<file path="config.mk">
export PLATFORM = sky130hd
export DESIGN_NAME = bounded_ordered_list_engine
export DESIGN_NICKNAME = d
export VERILOG_FILES = /design/src/hw/rtl/bole_pkg.sv /design/src/hw/rtl/bounded_ordered_list_engine.sv /design/src/hw/rtl/bole_ram.sv
export SDC_FILE = /design/constraint.sdc
export NUM_CORES = 1
export LEC_CHECK = 0
export BUFFER_PORTS_ARGS = -buffer_cell sky130_fd_sc_hd__buf_2
export CORE_MARGIN = 5
export CORE_UTILIZATION = 30
export DETAILED_ROUTE_END_ITERATION = 10
export GPL_TIMING_DRIVEN = 0
export HOLD_SLACK_MARGIN = 0.1
export SYNTH_ARGS = -nofsm -noshare
export SYNTH_HDL_FRONTEND = slang
export SYNTH_SLANG_ARGS = --single-unit
</file>
<file path="constraint.sdc">
create_clock -name clk -period 6.09 [get_ports clk]
set_input_delay 0.3045 -clock clk [delete_from_list [all_inputs] [get_ports clk]]
set_output_delay 0.3045 -clock clk [all_outputs]
set_load 0.02 [all_outputs]
</file>
<file path="src/hw/rtl/bole_pkg.sv">
package bole_pkg;

  localparam int CAPACITY_DEF   = 16;
  localparam int DATA_WIDTH_DEF = 32;

  // request actions
  localparam logic [2:0] ACT_INSERT = 3'd0;
  localparam logic [2:0] ACT_APPEND = 3'd1;
  localparam logic [2:0] ACT_SEARCH = 3'd2;
  localparam logic [2:0] ACT_REMOVE = 3'd3;
  localparam logic [2:0] ACT_READ   = 3'd4;

  // result status codes
  localparam logic [1:0] ST_DONE     = 2'd0;
  localparam logic [1:0] ST_FULL     = 2'd1;
  localparam logic [1:0] ST_NOTFOUND = 2'd2;
  localparam logic [1:0] ST_BEYOND   = 2'd3;

  typedef struct packed {
    logic [2:0]         action;
    logic signed [31:0] value;
    logic [3:0]         position;
  } in_item_t;

  typedef struct packed {
    logic [1:0]         status;
    logic               found;
    logic [4:0]         count;
    logic signed [31:0] read_value;
  } out_item_t;

endpackage

</file>
<file path="src/hw/rtl/bounded_ordered_list_engine.sv">
// path from accept to result: insert, append, unused actions and early misses go from idle
//   straight to the output state; read passes a RAM read state first; search and remove scan, remove may shift
// throughput: one request at a time, next accept once the result is loaded into the output
//   register; the list RAM port moves one entry per cycle in scan and shift
// reset: synchronous active-low rst_n empties the list (count and head to zero);
//   RAM contents are not cleared, entries are only read below the count
module bounded_ordered_list_engine #(
  parameter int CAPACITY   = bole_pkg::CAPACITY_DEF,
  parameter int DATA_WIDTH = bole_pkg::DATA_WIDTH_DEF
) (
  input  logic                clk,
  input  logic                rst_n,
  input  logic                in_valid,
  output logic                in_stall,
  input  bole_pkg::in_item_t  in_data,
  output logic                out_valid,
  input  logic                out_stall,
  output bole_pkg::out_item_t out_data
);

  localparam int AW = $clog2(CAPACITY);      // physical RAM index
  localparam int CW = $clog2(CAPACITY + 1);  // count, holds CAPACITY itself

  // sequencer states
  localparam logic [2:0] S_IDLE  = 3'd0;
  localparam logic [2:0] S_RD    = 3'd1;
  localparam logic [2:0] S_SCAN  = 3'd2;
  localparam logic [2:0] S_SHIFT = 3'd3;
  localparam logic [2:0] S_OUT   = 3'd4;

  // control state
  logic [2:0]    st_r, st_nxt;
  logic [AW-1:0] head_r, head_nxt;   // ring position of list front
  logic [CW-1:0] count_r, count_nxt;
  logic          out_valid_r, out_valid_nxt;

  // per-request working registers
  logic [2:0]            act_r, act_nxt;
  logic [DATA_WIDTH-1:0] val_r, val_nxt;
  logic [CW-1:0]         rd_idx_r, rd_idx_nxt;   // next logical index to read
  logic [CW-1:0]         wk_idx_r, wk_idx_nxt;   // index being compared or written
  logic [1:0]            status_r, status_nxt;
  logic                  found_r, found_nxt;
  logic signed [31:0]    rdv_r, rdv_nxt;
  bole_pkg::out_item_t   out_data_r, out_data_nxt;

  // ram port
  logic                  ram_we, ram_re;
  logic [AW-1:0]         ram_waddr, ram_raddr;
  logic [DATA_WIDTH-1:0] ram_wdata, ram_rdata;

  logic                  in_acc;
  logic                  full;
  logic                  pos_ok;
  logic [CW-1:0]         last_idx;
  logic [AW-1:0]         head_dec;
  logic [DATA_WIDTH-1:0] val_in;

  // logical list index to ring address, index is always below CAPACITY
  function automatic logic [AW-1:0] phys(input logic [AW-1:0] head,
                                         input logic [CW-1:0] idx);
    logic [CW:0] sum;
    sum = (CW+1)'(head) + (CW+1)'(idx);
    if (sum >= (CW+1)'(CAPACITY)) begin
      sum = sum - (CW+1)'(CAPACITY);
    end
    return AW'(sum);
  endfunction

  bole_ram #(
    .WIDTH (DATA_WIDTH),
    .DEPTH (CAPACITY)
  ) u_ram (
    .clk   (clk),
    .we    (ram_we),
    .waddr (ram_waddr),
    .wdata (ram_wdata),
    .re    (ram_re),
    .raddr (ram_raddr),
    .rdata (ram_rdata)
  );

  assign in_stall  = (st_r != S_IDLE);
  assign in_acc    = in_valid && !in_stall;
  assign out_valid = out_valid_r;
  assign out_data  = out_data_r;

  // stored width: sign extend or truncate the request value
  assign val_in   = DATA_WIDTH'(in_data.value);
  assign full     = (count_r == CW'(CAPACITY));
  assign last_idx = count_r - CW'(1);
  assign head_dec = (head_r == '0) ? AW'(CAPACITY - 1) : head_r - AW'(1);
  assign pos_ok   = (CW+4)'(in_data.position) < (CW+4)'(count_r);

  always_comb begin
    st_nxt        = st_r;
    head_nxt      = head_r;
    count_nxt     = count_r;
    act_nxt       = act_r;
    val_nxt       = val_r;
    rd_idx_nxt    = rd_idx_r;
    wk_idx_nxt    = wk_idx_r;
    status_nxt    = status_r;
    found_nxt     = found_r;
    rdv_nxt       = rdv_r;
    out_data_nxt  = out_data_r;
    // result leaves on a transfer
    out_valid_nxt = out_valid_r && out_stall;

    ram_we    = 1'b0;
    ram_waddr = phys(head_r, count_r);
    ram_wdata = val_in;
    ram_re    = 1'b0;
    ram_raddr = phys(head_r, rd_idx_r);

    unique case (st_r)
      S_IDLE: begin
        if (in_acc) begin
          act_nxt    = in_data.action;
          val_nxt    = val_in;
          status_nxt = bole_pkg::ST_DONE;
          found_nxt  = 1'b0;
          rdv_nxt    = '0;
          st_nxt     = S_OUT;
          unique case (in_data.action) inside
            bole_pkg::ACT_INSERT: begin
              // front insert: step the ring head back, no data moves
              if (full) begin
                status_nxt = bole_pkg::ST_FULL;
              end else begin
                ram_we    = 1'b1;
                ram_waddr = head_dec;
                head_nxt  = head_dec;
                count_nxt = count_r + CW'(1);
              end
            end
            bole_pkg::ACT_APPEND: begin
              if (full) begin
                status_nxt = bole_pkg::ST_FULL;
              end else begin
                ram_we    = 1'b1;
                count_nxt = count_r + CW'(1);
              end
            end
            bole_pkg::ACT_SEARCH, bole_pkg::ACT_REMOVE: begin
              if (count_r == '0) begin
                status_nxt = bole_pkg::ST_NOTFOUND;
              end else begin
                // start the scan at the front, reads run one index ahead
                ram_re     = 1'b1;
                ram_raddr  = head_r;
                rd_idx_nxt = CW'(1);
                wk_idx_nxt = '0;
                st_nxt     = S_SCAN;
              end
            end
            bole_pkg::ACT_READ: begin
              if (!pos_ok) begin
                status_nxt = bole_pkg::ST_BEYOND;
              end else begin
                ram_re    = 1'b1;
                ram_raddr = phys(head_r, CW'(in_data.position));
                st_nxt    = S_RD;
              end
            end
            default: begin
              // unused action codes give a plain done
            end
          endcase
        end
      end

      S_RD: begin
        rdv_nxt = 32'($signed(ram_rdata));
        st_nxt  = S_OUT;
      end

      S_SCAN: begin
        // keep the read pipe one entry ahead of the compare
        if (rd_idx_r < count_r) begin
          ram_re     = 1'b1;
          rd_idx_nxt = rd_idx_r + CW'(1);
        end
        if (ram_rdata == val_r) begin
          found_nxt = 1'b1;
          st_nxt    = S_OUT;
          if (act_r == bole_pkg::ACT_REMOVE) begin
            if (wk_idx_r == last_idx) begin
              // hit on the tail entry, nothing to move
              count_nxt = count_r - CW'(1);
            end else begin
              // entry after the hit is being read now
              st_nxt = S_SHIFT;
            end
          end
        end else if (wk_idx_r == last_idx) begin
          status_nxt = bole_pkg::ST_NOTFOUND;
          st_nxt     = S_OUT;
        end else begin
          wk_idx_nxt = wk_idx_r + CW'(1);
        end
      end

      S_SHIFT: begin
        // close the gap: entry wk+1 lands on wk, one per cycle
        ram_we    = 1'b1;
        ram_waddr = phys(head_r, wk_idx_r);
        ram_wdata = ram_rdata;
        if (rd_idx_r < count_r) begin
          ram_re     = 1'b1;
          rd_idx_nxt = rd_idx_r + CW'(1);
        end
        wk_idx_nxt = wk_idx_r + CW'(1);
        if ((wk_idx_r + CW'(1)) == last_idx) begin
          count_nxt = count_r - CW'(1);
          st_nxt    = S_OUT;
        end
      end

      S_OUT: begin
        // load the output register once the previous result has gone
        if (!out_valid_r || !out_stall) begin
          out_data_nxt.status     = status_r;
          out_data_nxt.found      = found_r;
          out_data_nxt.count      = 5'(count_r);
          out_data_nxt.read_value = rdv_r;
          out_valid_nxt           = 1'b1;
          st_nxt                  = S_IDLE;
        end
      end

      default: begin
        st_nxt = S_IDLE;
      end
    endcase
  end

  always_ff @(posedge clk) begin
    if (!rst_n) begin
      st_r        <= S_IDLE;
      head_r      <= '0;
      count_r     <= '0;
      out_valid_r <= 1'b0;
    end else begin
      st_r        <= st_nxt;
      head_r      <= head_nxt;
      count_r     <= count_nxt;
      out_valid_r <= out_valid_nxt;
    end
  end

  always_ff @(posedge clk) begin
    act_r      <= act_nxt;
    val_r      <= val_nxt;
    rd_idx_r   <= rd_idx_nxt;
    wk_idx_r   <= wk_idx_nxt;
    status_r   <= status_nxt;
    found_r    <= found_nxt;
    rdv_r      <= rdv_nxt;
    out_data_r <= out_data_nxt;
  end

endmodule

</file>
<file path="src/hw/rtl/bole_ram.sv">
module bole_ram #(
  parameter int WIDTH = 32,
  parameter int DEPTH = 16
) (
  input  logic                     clk,
  input  logic                     we,
  input  logic [$clog2(DEPTH)-1:0] waddr,
  input  logic [WIDTH-1:0]         wdata,
  input  logic                     re,
  input  logic [$clog2(DEPTH)-1:0] raddr,
  output logic [WIDTH-1:0]         rdata
);

  logic [WIDTH-1:0] mem [DEPTH];

  always_ff @(posedge clk) begin
    if (we) begin
      mem[waddr] <= wdata;
    end
    if (re) begin
      rdata <= mem[raddr];
    end
  end

endmodule

</file>
==> flow_summary_export.csv, run 1 <==
group,metric,value,unit
run_status,outcome,"complete, no violations",
setup_path,r2r_cells,13,
sta,rsz0062_at_grt,"no",
yosys,ys_top_cells_by_area,"edfxtp_1 72%, nand2_1 6.9%, and3_1 2.8%, a211oi_1 1.7%, xnor2_1 1.7%",
clock_tree,cts_made_buffers,70,
yosys,syn_area,27800,um2
global_routing,grt_max_degree,38,
sta,fin_crit,4.55,ns
global_routing,grt_usage,15.4,%
setup_path,path_max_fanout,10,
detailed_routing,dr.pass1.iters,6,
floorplanning,fp.dieW,314,um
finish,layout-drive-gt1-share,13.8,%
yosys,yosys.area_share.xor_xnor,2.14,%
place,placed_area,30400,um2
global_routing,antenna_found_initial,9,
setup_path,rr_endpoint,"u_ram.rdata[9]",
floorplanning,rows,111,
finish,fill_cells,8659,
finish,areaGrowthSynthToFinish,18.6,%
sta,finClkSkew,0.0333,ns
pwr,swShare,29.9,%
pwr,leakagePower,11.4,nW
detailed_routing,routed_via_density,5.02,
job,maxCapViolations,0,
setup_path,setup.worst_path.end_class,"register",
hold_path,hold_path_class,"reg -> reg",
floorplanning,core_area,91800,um2
floorplanning,start_util,30.3,%
setup_path,r2r-start,"count_r[2]",
clock_tree,clkTransAtPathRegs,0.06,ns
sta,hold_viol_final,0,
setup_path,cpPeakStageDelay,0.65,ns
yosys,netlist-cell-type-count,59,
detailed_routing,vias,17700,
pwr,combPwrFrac,22.0,%
floorplanning,die_h,314,um
place,portBuffers,84,
finish,finalNonFillerCells,3518,
finish,final_net_count,2294,
yosys,synth_top_area_cell,"edfxtp_1",
setup_path,worstSetupStartpoint,"count_r[2]",
finish,fin_area,32900,um2
yosys,yosys_warnings,0,
global_routing,grt_pass1_vias,17600,
place,gp_congestion,0.859,
yosys,synth_top_family_by_area,"simple AND/OR/NAND/NOR gates",
finish,multi_input_area,7050,um2
detailed_routing,ant_nets,0,
sta,worstMarginPinSlew,1.06,ns
yosys,synth_top_flop_cell,"edfxtp_1",
setup_path,cp_cell_sequence,"inv_1 -> ha_1 -> o21a_1 -> nor2_1 -> nor3_1 -> a2bb2oi_2 -> nand2_1 -> buf_2 -> clkbuf_1 -> a211oi_1 -> a31o_2 -> o22ai_1 -> a221o_1",
sta,post-route-period-util,74.8,%
finish,regArea,20200,um2
yosys,synth-simple-area-share,12.4,%
global_routing,overflow,0,
clock_tree,cts_tree,"built",
pwr,seqPwrFrac,45.2,%
pwr,clock_power_share,32.9,%
setup_path,crit_end,"u_ram.rdata[9]",
pwr,switchingPower,3.77,mW
clock_tree,cts-root-buf,"clkbuf_16",
clock_tree,postCtsSetupBuffers,0,
sta,setup_viol,0,
detailed_routing,wire_per_inst,22.1,um
detailed_routing,drtIter0Drc,1905,
yosys,ys_seq_area_share,72.7,%
yosys,syn_area_per_cell,13.8,um2
global_routing,grt_pass1_wl,113000,um
detailed_routing,drc,0,
sta,slew_viol_final,0,
pwr,power.total,12.6,mW
yosys,yosys-top-cells-count,"664 x edfxtp_1, 508 x nand2_1, 126 x and3_1",
floorplanning,pin_count,85,
place,dpl.hpwl,54600,um
yosys,muxShareOfSynthArea,0.261,%
yosys,synth_edf_count,664,
yosys,synth_nets,2080,
yosys,async_flop_share,0,%
sta,slew_headroom,29.0,%
yosys,yosys.area.top_type_share,71.7,%
sta,max_freq,220,MHz
yosys,synth_compound_area_share,8.68,%
clock_tree,cts_buffer_depth,3,
yosys,syn_inst,2009,
setup_path,cp_slowest_cell,"a2bb2oi_2",
place,dp_cells,3355,
floorplanning,die_area,98800,um2
pwr,peakVddDrop,183,uV
clock_tree,clkLatencyLatePin,0.62,ns
setup_path,path_class,"reg -> reg",
detailed_routing,wirelength,77800,um
setup_path,required,6.45,ns
yosys,ys_seq_elements,677,
setup_path,reg2reg_slack,1.54,ns
clock_tree,cts.sinks,677,
yosys,synth-adder-area-share,1.37,%
finish,utilization,35.9,%
clock_tree,cts_max_level,3,
setup_path,start_kind,"register",
yosys,yosys.cell_count.top_type,"edfxtp_1",
pwr,powerDensity,383,nW/um2
setup_path,critPathArrivalTime,4.91,ns
pwr,p_int,8.86,mW
[metal layers]
layer	track usage, %	up-vias	routed length, um
met5	0	-	14
met4	5.00	2	2260
met3	3.28	149	7100
met2	25.2	834	36500
met1	20.4	8728	32000
li1	-	7948	-
[how the worst min path moves through the flow]
stage,from,end,cells past startpoint
4_1_cts,in_data[14],val_r[10],2
6_report,status_r[1],out_data[39],0
3_5_place_dp,rdv_r[18],out_data[18],0
3_3_place_gp,rdv_r[12],out_data[12],0
5_1_grt,rdv_r[18],out_data[18],0
2_1_floorplan,rdv_r[0],out_data[0],0
[per-stage QoR]
step,hold WS [ns],TNS (ns),setup slack [ns]
after floorplan,0.400,0,1.32
after global routing,0.432,0,1.34
after CTS,0.421,0,1.55
after global placement,0.406,-439.74,-0.978
after detailed placement,0.405,0,1.55
final,0.419,0,1.54
[layout make-up]
cell class                      count  area share (%)
Antenna cell                        1         0.00760
Buffer                            122            1.84
Clock buffer                       88            5.72
Clock inverter                     35           0.953
Inverter                           18           0.205
Multi-Input combinational cell   1192            21.4
Sequential cell                   677            61.3
Tap cell                         1243            4.72
Timing Repair Buffer              142            3.84
[cell families (layout without fill, tap and decap cells)]
group	count (synthesis)	after routing
xor gates and xnor gates	68	68
adders and majority gates	28	28
DFF	677	677
buffers and inverters	140	405
and+or+nand+nor	769	769
muxes	6	6
other	0	1
AOI/OAI and AO/OA	321	321
[timing repair]
item | CTS | global route
hold endpoints to repair | 48 | 0
hold buffers | 39 | 0
gates resized for setup | 0 | 0
[power groups by stage]
stage                     logic (mW)  clock network, mW  registers (mW)
after CTS                       2.76               4.20            5.71
after global routing            2.96               4.42            5.73
after detailed placement        2.72                  0            5.80
after global placement          2.60                  0            5.81
after floorplan                 1.63                  0            5.83
final                           2.77               4.15            5.71
[state kept, by name, indices dropped and copies added, names as in the netlist, 4 cells and up]
register	flops
count_r	5
head_r	4
out_data	40
rd_idx_r	5
rdv_r	32
u_ram.mem	512
u_ram.rdata	32
val_r	32
wk_idx_r	5
[critical path: cells and delay by family (launching register included)]
kind / cells / cell delay, ns
AND/OR/NAND/NOR: 3 / 0.94
flip-flops: 1 / 0.48
adder cells (fa/ha/maj): 1 / 0.32
buffers and inverters: 3 / 0.79
AO/OA/AOI/OAI: 6 / 1.76
[cells in the final DEF (no fill, tap or decap), types with 41 or more instances in the layout]
cell type    n
edfxtp_1   664
a31oi_1     63
xnor2_1     53
and3_1     126
a211oi_1    64
buf_2      116
clkbuf_1    85
nand2_1    508
clkbuf_16   73
and2_1      41
Power figures use the tool's default switching activity.
==> inputs of run 2 (changes only) <==
==> constraint.sdc (replaced) <==
create_clock -name clk -period 4.6 [get_ports clk]
set_input_delay 0.23 -clock clk [delete_from_list [all_inputs] [get_ports clk]]
set_output_delay 0.23 -clock clk [all_outputs]
set_load 0.02 [all_outputs]
==> run 2 against run 1 <==
Compared with the run above: via count up 1.6%; sequential share of layout area decreased by 0.74 points; count of clock-buffer cells in the layout decreased by 4; final cell count grew 0.57%; power is 35% higher; highest routed layer unchanged; sequential power up 32%; final area rose by 1.2%; critical path depth is 1 lower; worst setup slack got worse by 1.3 ns; clock skew decreased by 0.0078 ns; die area is the same; first-iteration DRC count increased by 1.5%.
==> flow_summary_export.csv, run 2 (synthesized netlist as in run 1, its figures left out) <==
group,metric,value,unit
finish,fill_cells,8614,
sta,hold_viol_final,0,
clock_tree,clkTransAtPathRegs,0.06,ns
hold_path,hold_path_depth,2,
finish,utilization,36.3,%
clock_tree,cts_buffer_depth,3,
global_routing,antenna_found_initial,9,
setup_path,rr_endpoint,"u_ram.rdata[20]",
pwr,switchingPower,5.07,mW
detailed_routing,drtIter0Drc,1934,
global_routing,grt_pass1_vias,17900,
sta,finClkSkew,0.0255,ns
sta,slew_headroom,27.2,%
setup_path,r2r-start,"count_r[1]",
clock_tree,cts-root-buf,"clkbuf_16",
global_routing,grt_max_degree,34,
clock_tree,cts_made_buffers,70,
finish,layout_commonest_cell,"edfxtp_1",
finish,final_net_count,2310,
hold_path,whs_endpoint,"val_r[7]",
hold_path,min-delay-start,"in_data[11]",
sta,setup_viol,0,
sta,fin_crit,4.40,ns
detailed_routing,drc,0,
detailed_routing,wirelength,78500,um
sta,post-route-period-util,95.6,%
floorplanning,die_h,314,um
detailed_routing,vias,17900,
clock_tree,cts.sinks,677,
clock_tree,cts_max_level,3,
job,maxCapViolations,0,
pwr,combPwrFrac,21.7,%
setup_path,cp_slowest_cell,"nor3_1",
floorplanning,core_area,91800,um2
finish,areaGrowthSynthToFinish,20.0,%
pwr,swShare,29.8,%
setup_path,path_max_fanout,10,
setup_path,path_delay_family,"buffers and inverters",
floorplanning,die_area,98800,um2
floorplanning,fp.dieW,314,um
setup_path,start_kind,"register",
detailed_routing,routed_via_density,5.07,
clock_tree,clkLatencyLatePin,0.62,ns
run_status,outcome,"complete, no violations",
pwr,clock_power_share,33.8,%
setup_path,critPathArrivalTime,4.89,ns
sta,slew_viol_final,0,
pwr,seqPwrFrac,44.4,%
finish,final_cell_mix,"664 x edfxtp_1, 508 x nand2_1, 126 x and3_1, 116 x buf_2, 80 x clkbuf_1",
detailed_routing,dr.pass1.iters,7,
sta,hold_slack,0.353,ns
clock_tree,cts_tree,"built",
pwr,p_int,11.9,mW
setup_path,setup.worst_path.end_class,"register",
setup_path,r2r_cells,12,
pwr,leakagePower,11.6,nW
setup_path,path_class,"reg -> reg",
place,gp_congestion,0.871,
detailed_routing,ant_nets,0,
global_routing,overflow,0,
floorplanning,start_util,30.3,%
sta,max_freq,227,MHz
setup_path,reg2reg_slack,0.20,ns
pwr,powerDensity,510,nW/um2
setup_path,cp.buffers_inverters,4,
sta,worstMarginPinSlew,1.09,ns
finish,layout-drive-gt1-share,14.9,%
finish,regMostFlops,"u_ram.mem",
setup_path,required,5.09,ns
setup_path,cpPeakStageDelay,0.69,ns
place,portBuffers,84,
pwr,peakVddDrop,246,uV
global_routing,grt_pass1_wl,114000,um
setup_path,cp_cell_sequence,"inv_1 -> ha_1 -> a2111oi_2 -> nor3_1 -> a2bb2oi_4 -> and2_1 -> buf_2 -> buf_4 -> clkbuf_1 -> nand2_1 -> a31oi_1 -> a221o_1",
floorplanning,pin_count,85,
detailed_routing,wire_per_inst,22.2,um
hold_path,hold_path_class,"in -> reg",
finish,largest_register_ffs,512,
place,dpl.hpwl,54900,um
global_routing,grt_usage,15.4,%
floorplanning,rows,111,
pwr,power.total,17.0,mW
run 2: changes by cell type in the layout (fill, tap and decap cells not counted), moves of 2 or more:
cell        before  now
clkbuf_16       73   71
inv_16           0    2
buf_12           9   22
inv_6            1    4
clkbuf_1        85   80
clkinvlp_4       2    7
clkbuf_2         0    2
clkinv_4         6    1
buf_4            7   12
clkinv_1        12    9
bufinv_16        4    8
run 2: routing by layer:
metal  vias up  GRT usage [%]  wire [um]
met3       166           3.98       8430
li1       7982              -          -
met5         -              0         26
met4         4           5.80       2630
met2       947           24.8      36400
met1      8840           20.0      31000
run 2: what timing repair did:
action                                  in CTS  in global routing
endpoints found under the setup margin       0                309
hold buffers                                38                  0
resized for setup                            0                  5
setup buffers                                0                 17
endpoints found under the hold margin       48                  0
run 2: how the worst max path moves through the flow:
stage | end | from | slack [ns] | cells past startpoint
global route | u_ram.mem[6][11] | count_r[0] | -0.04 | 11
floorplan | u_ram.mem[14][0] | st_r[2] | -0.17 | 11
global placement | u_ram.mem[9][11] | st_r[0] | -2.58 | 11
detailed placement | u_ram.rdata[20] | count_r[2] | 0.06 | 13
finish | u_ram.rdata[20] | count_r[1] | 0.20 | 12
CTS | u_ram.rdata[20] | count_r[2] | 0.05 | 13
run 2: power groups by stage:
stage / Combinational, mW / Sequential, mW / Clock [mW]
finish: 3.70 / 7.55 / 5.75
global route: 3.96 / 7.59 / 6.09
CTS: 3.65 / 7.55 / 5.84
detailed placement: 3.61 / 7.68 / 0
global placement: 3.45 / 7.69 / 0
floorplan: 2.16 / 7.72 / 0
run 2: worst reg2reg max path, delay by kind of cell, from the launching register on:
kind / cells / cell delay [ns]
AND/OR/NAND/NOR: 3 / 1.01
adder cells (fa/ha/maj): 1 / 0.33
AO/OA/AOI/OAI: 4 / 1.12
buffers and inverters: 4 / 1.26
flip-flops: 1 / 0.55
run 2: metrics by stage:
step                setup WS (ns)  std cells  TNS (ns)  instance area, um2
floorplan                  -0.167       2009    -72.16               27800
CTS                        0.0506       3519         0               33100
global route              -0.0379       3536    -0.515               33300
detailed placement         0.0552       3355         0               30400
global placement            -2.58       3336  -1176.05               29800
finish                      0.202       3538         0               33400
run 2: layout make-up:
type,count,area [um2],share of cell area (%)
inverter,18,67.6,0.203
antenna,2,5.00,0.0150
tap,1243,1560,4.66
clock buffer,84,1840,5.50
clock inverter,42,488,1.46
multi-input combinational,1192,7060,21.2
timing repair buffer,158,1530,4.58
sequential,677,20200,60.6
buffer,122,609,1.83
==> inputs of run 3 (changes only) <==
--- a/config.mk
+++ b/config.mk
@@ -5,12 +5,13 @@
 export SDC_FILE = /design/constraint.sdc
 export NUM_CORES = 1
 export LEC_CHECK = 0
-export BUFFER_PORTS_ARGS = -buffer_cell sky130_fd_sc_hd__buf_2
+export BUFFER_PORTS_ARGS = -buffer_cell sky130_fd_sc_hd__clkbuf_2
 export CORE_MARGIN = 5
-export CORE_UTILIZATION = 30
+export CORE_UTILIZATION = 55
 export DETAILED_ROUTE_END_ITERATION = 10
 export GPL_TIMING_DRIVEN = 0
 export HOLD_SLACK_MARGIN = 0.1
+export PLACE_DENSITY = 0.72
 export SYNTH_ARGS = -nofsm -noshare
 export SYNTH_HDL_FRONTEND = slang
 export SYNTH_SLANG_ARGS = --single-unit
==> run 3 against run 2 <==
Compared with the run above: hold slack gained 0.026 ns; core utilization grew 28 points; power shrank 3.3%; count of clock-buffer cells in the layout shrank 4; final area shrank 3.4%; first-iteration DRC count grew 18%; sequential share of layout area grew 2.1 points; sequential power is essentially flat.
==> flow_summary_export.csv, run 3 (synthesized netlist as in run 1, its figures left out) <==
group,metric,value,unit
setup_path,path_class,"reg -> reg",
clock_tree,cts_max_level,3,
setup_path,setup.worst_path.end_class,"register",
detailed_routing,wirelength,72000,um
place,gp_congestion,0.894,
sta,tns,0,ns
sta,hold_viol_final,0,
floorplanning,core_area,50100,um2
global_routing,overflow,0,
clock_tree,cts_made_buffers,67,
global_routing,antenna_found_initial,3,
finish,layout_commonest_cell,"edfxtp_1",
detailed_routing,routed_via_density,6.02,
finish,final_cell_mix,"664 x edfxtp_1, 508 x nand2_1, 126 x and3_1, 84 x clkbuf_2, 82 x clkbuf_1",
detailed_routing,drc,0,
pwr,peakVddDrop,305,uV
job,maxCapViolations,0,
global_routing,grt_pass1_wl,107000,um
pwr,powerDensity,510,nW/um2
hold_path,hold_path_class,"in -> reg",
floorplanning,pin_count,85,
finish,final_net_count,2296,
setup_path,critPathArrivalTime,4.74,ns
detailed_routing,wire_per_inst,24.4,um
global_routing,grt_pass1_vias,17600,
clock_tree,cts_buffer_depth,3,
detailed_routing,drtIter0Drc,2278,
global_routing,grt_max_degree,39,
run_status,outcome,"complete, no violations",
floorplanning,rows,82,
detailed_routing,vias,17700,
finish,largest_register_ffs,512,
sta,finClkSkew,0.0248,ns
floorplanning,fp.dieW,235,um
sta,rsz0062_at_grt,"no",
global_routing,grt_usage,25.4,%
sta,setup_viol,0,
sta,max_freq,225,MHz
clock_tree,cts-root-buf,"clkbuf_16",
detailed_routing,dr.pass1.iters,5,
clock_tree,clkTransAtPathRegs,0.06,ns
detailed_routing,ant_nets,0,
sta,hold_slack,0.379,ns
sta,slew_headroom,20.9,%
finish,regMostFlops,"u_ram.mem",
floorplanning,die_area,55100,um2
setup_path,path_max_fanout,10,
finish,utilization,64.4,%
sta,fin_crit,4.44,ns
pwr,leakagePower,11.4,nW
place,pre_cts_ws,-0.560,ns
floorplanning,start_util,55.5,%
finish,areaGrowthSynthToFinish,16.0,%
clock_tree,clkLatencyLatePin,0.60,ns
setup_path,required,4.90,ns
finish,layout-drive-gt1-share,13.8,%
place,portBuffers,84,
clock_tree,cts_tree,"built",
setup_path,start_kind,"register",
sta,post-route-period-util,96.5,%
floorplanning,die_h,235,um
sta,slew_viol_final,0,
sta,worstMarginPinSlew,1.18,ns
place,dpl.hpwl,50000,um
sta,finalWorstSetupSlack,0.160,ns
clock_tree,cts.sinks,677,
==> run 3: metal layers <==
| layer | part of all wire (%) | GRT usage (%) | up-vias |
|---|---|---|---|
| met5 | 0.018 | 0 | - |
| met1 | 38 | 34.5 | 8679 |
| met2 | 48 | 41.2 | 971 |
| li1 | - | - | 7936 |
| met3 | 10 | 4.49 | 155 |
| met4 | 3.5 | 10.1 | 2 |
==> run 3: worst max-delay path, stage by stage, from the launching register on <==
cell       delay, ns
dfxtp_1         0.41
inv_1           0.20
ha_1            0.25
or3b_1          0.44
o21ai_2         0.31
nor2_1          0.17
a2bb2oi_4       0.49
nand2_1         0.22
buf_2           0.25
clkbuf_1        0.39
a211oi_1        0.36
a31o_1          0.14
o22ai_1         0.12
a221o_1         0.40
==> run 3: what timing repair did <==
item	4_1_cts	5_1_grt
hold buffers	39	0
setup endpoints to repair	513	371
gates resized for setup	2	1
cloned	0	1
hold endpoints to repair	47	0
buffers inserted	0	5
pin swaps	0	4
==> run 3: path summary, 6_finish.rpt <==
path                             startpoint         endpoint  slack, ns  cells past startpoint
worst max-delay path             count_r[1]  u_ram.rdata[11]       0.16                     13
worst min-delay path            in_data[12]         val_r[8]       0.38                      2
worst max register to register   count_r[1]  u_ram.rdata[11]       0.16                     13
worst min register to register    rdv_r[24]     out_data[24]       0.42                      0
==> run 3: final cells by class <==
| type | instances | area (um2) |
|---|---|---|
| multi-input combinational | 1192 | 7070 |
| fill | 3532 | 17800 |
| antenna | 1 | 2.50 |
| buffer | 122 | 607 |
| inverter | 18 | 71.3 |
| tap | 672 | 841 |
| sequential | 677 | 20200 |
| timing repair buffer | 146 | 1380 |
| clock buffer | 80 | 1750 |
| timing repair inverter | 1 | 5.00 |
| clock inverter | 36 | 308 |
==> run 3: where the power goes <==
part	internal (mW)	switching [mW]	leakage, nW
Clock	2.99	2.25	1.01
Sequential	7.34	0.198	6.15
Combinational	1.24	2.42	4.25
==> run 3: through the flow <==
stage | instances | power, mW | area [um2]
after floorplan | 2009 | 9.88 | 27800
after global routing | 2945 | 17.0 | 32200
after CTS | 2938 | 16.4 | 32100
after detailed placement | 2783 | 11.2 | 29700
final | 2945 | 16.4 | 32200
after global placement | 2765 | 11.0 | 29100
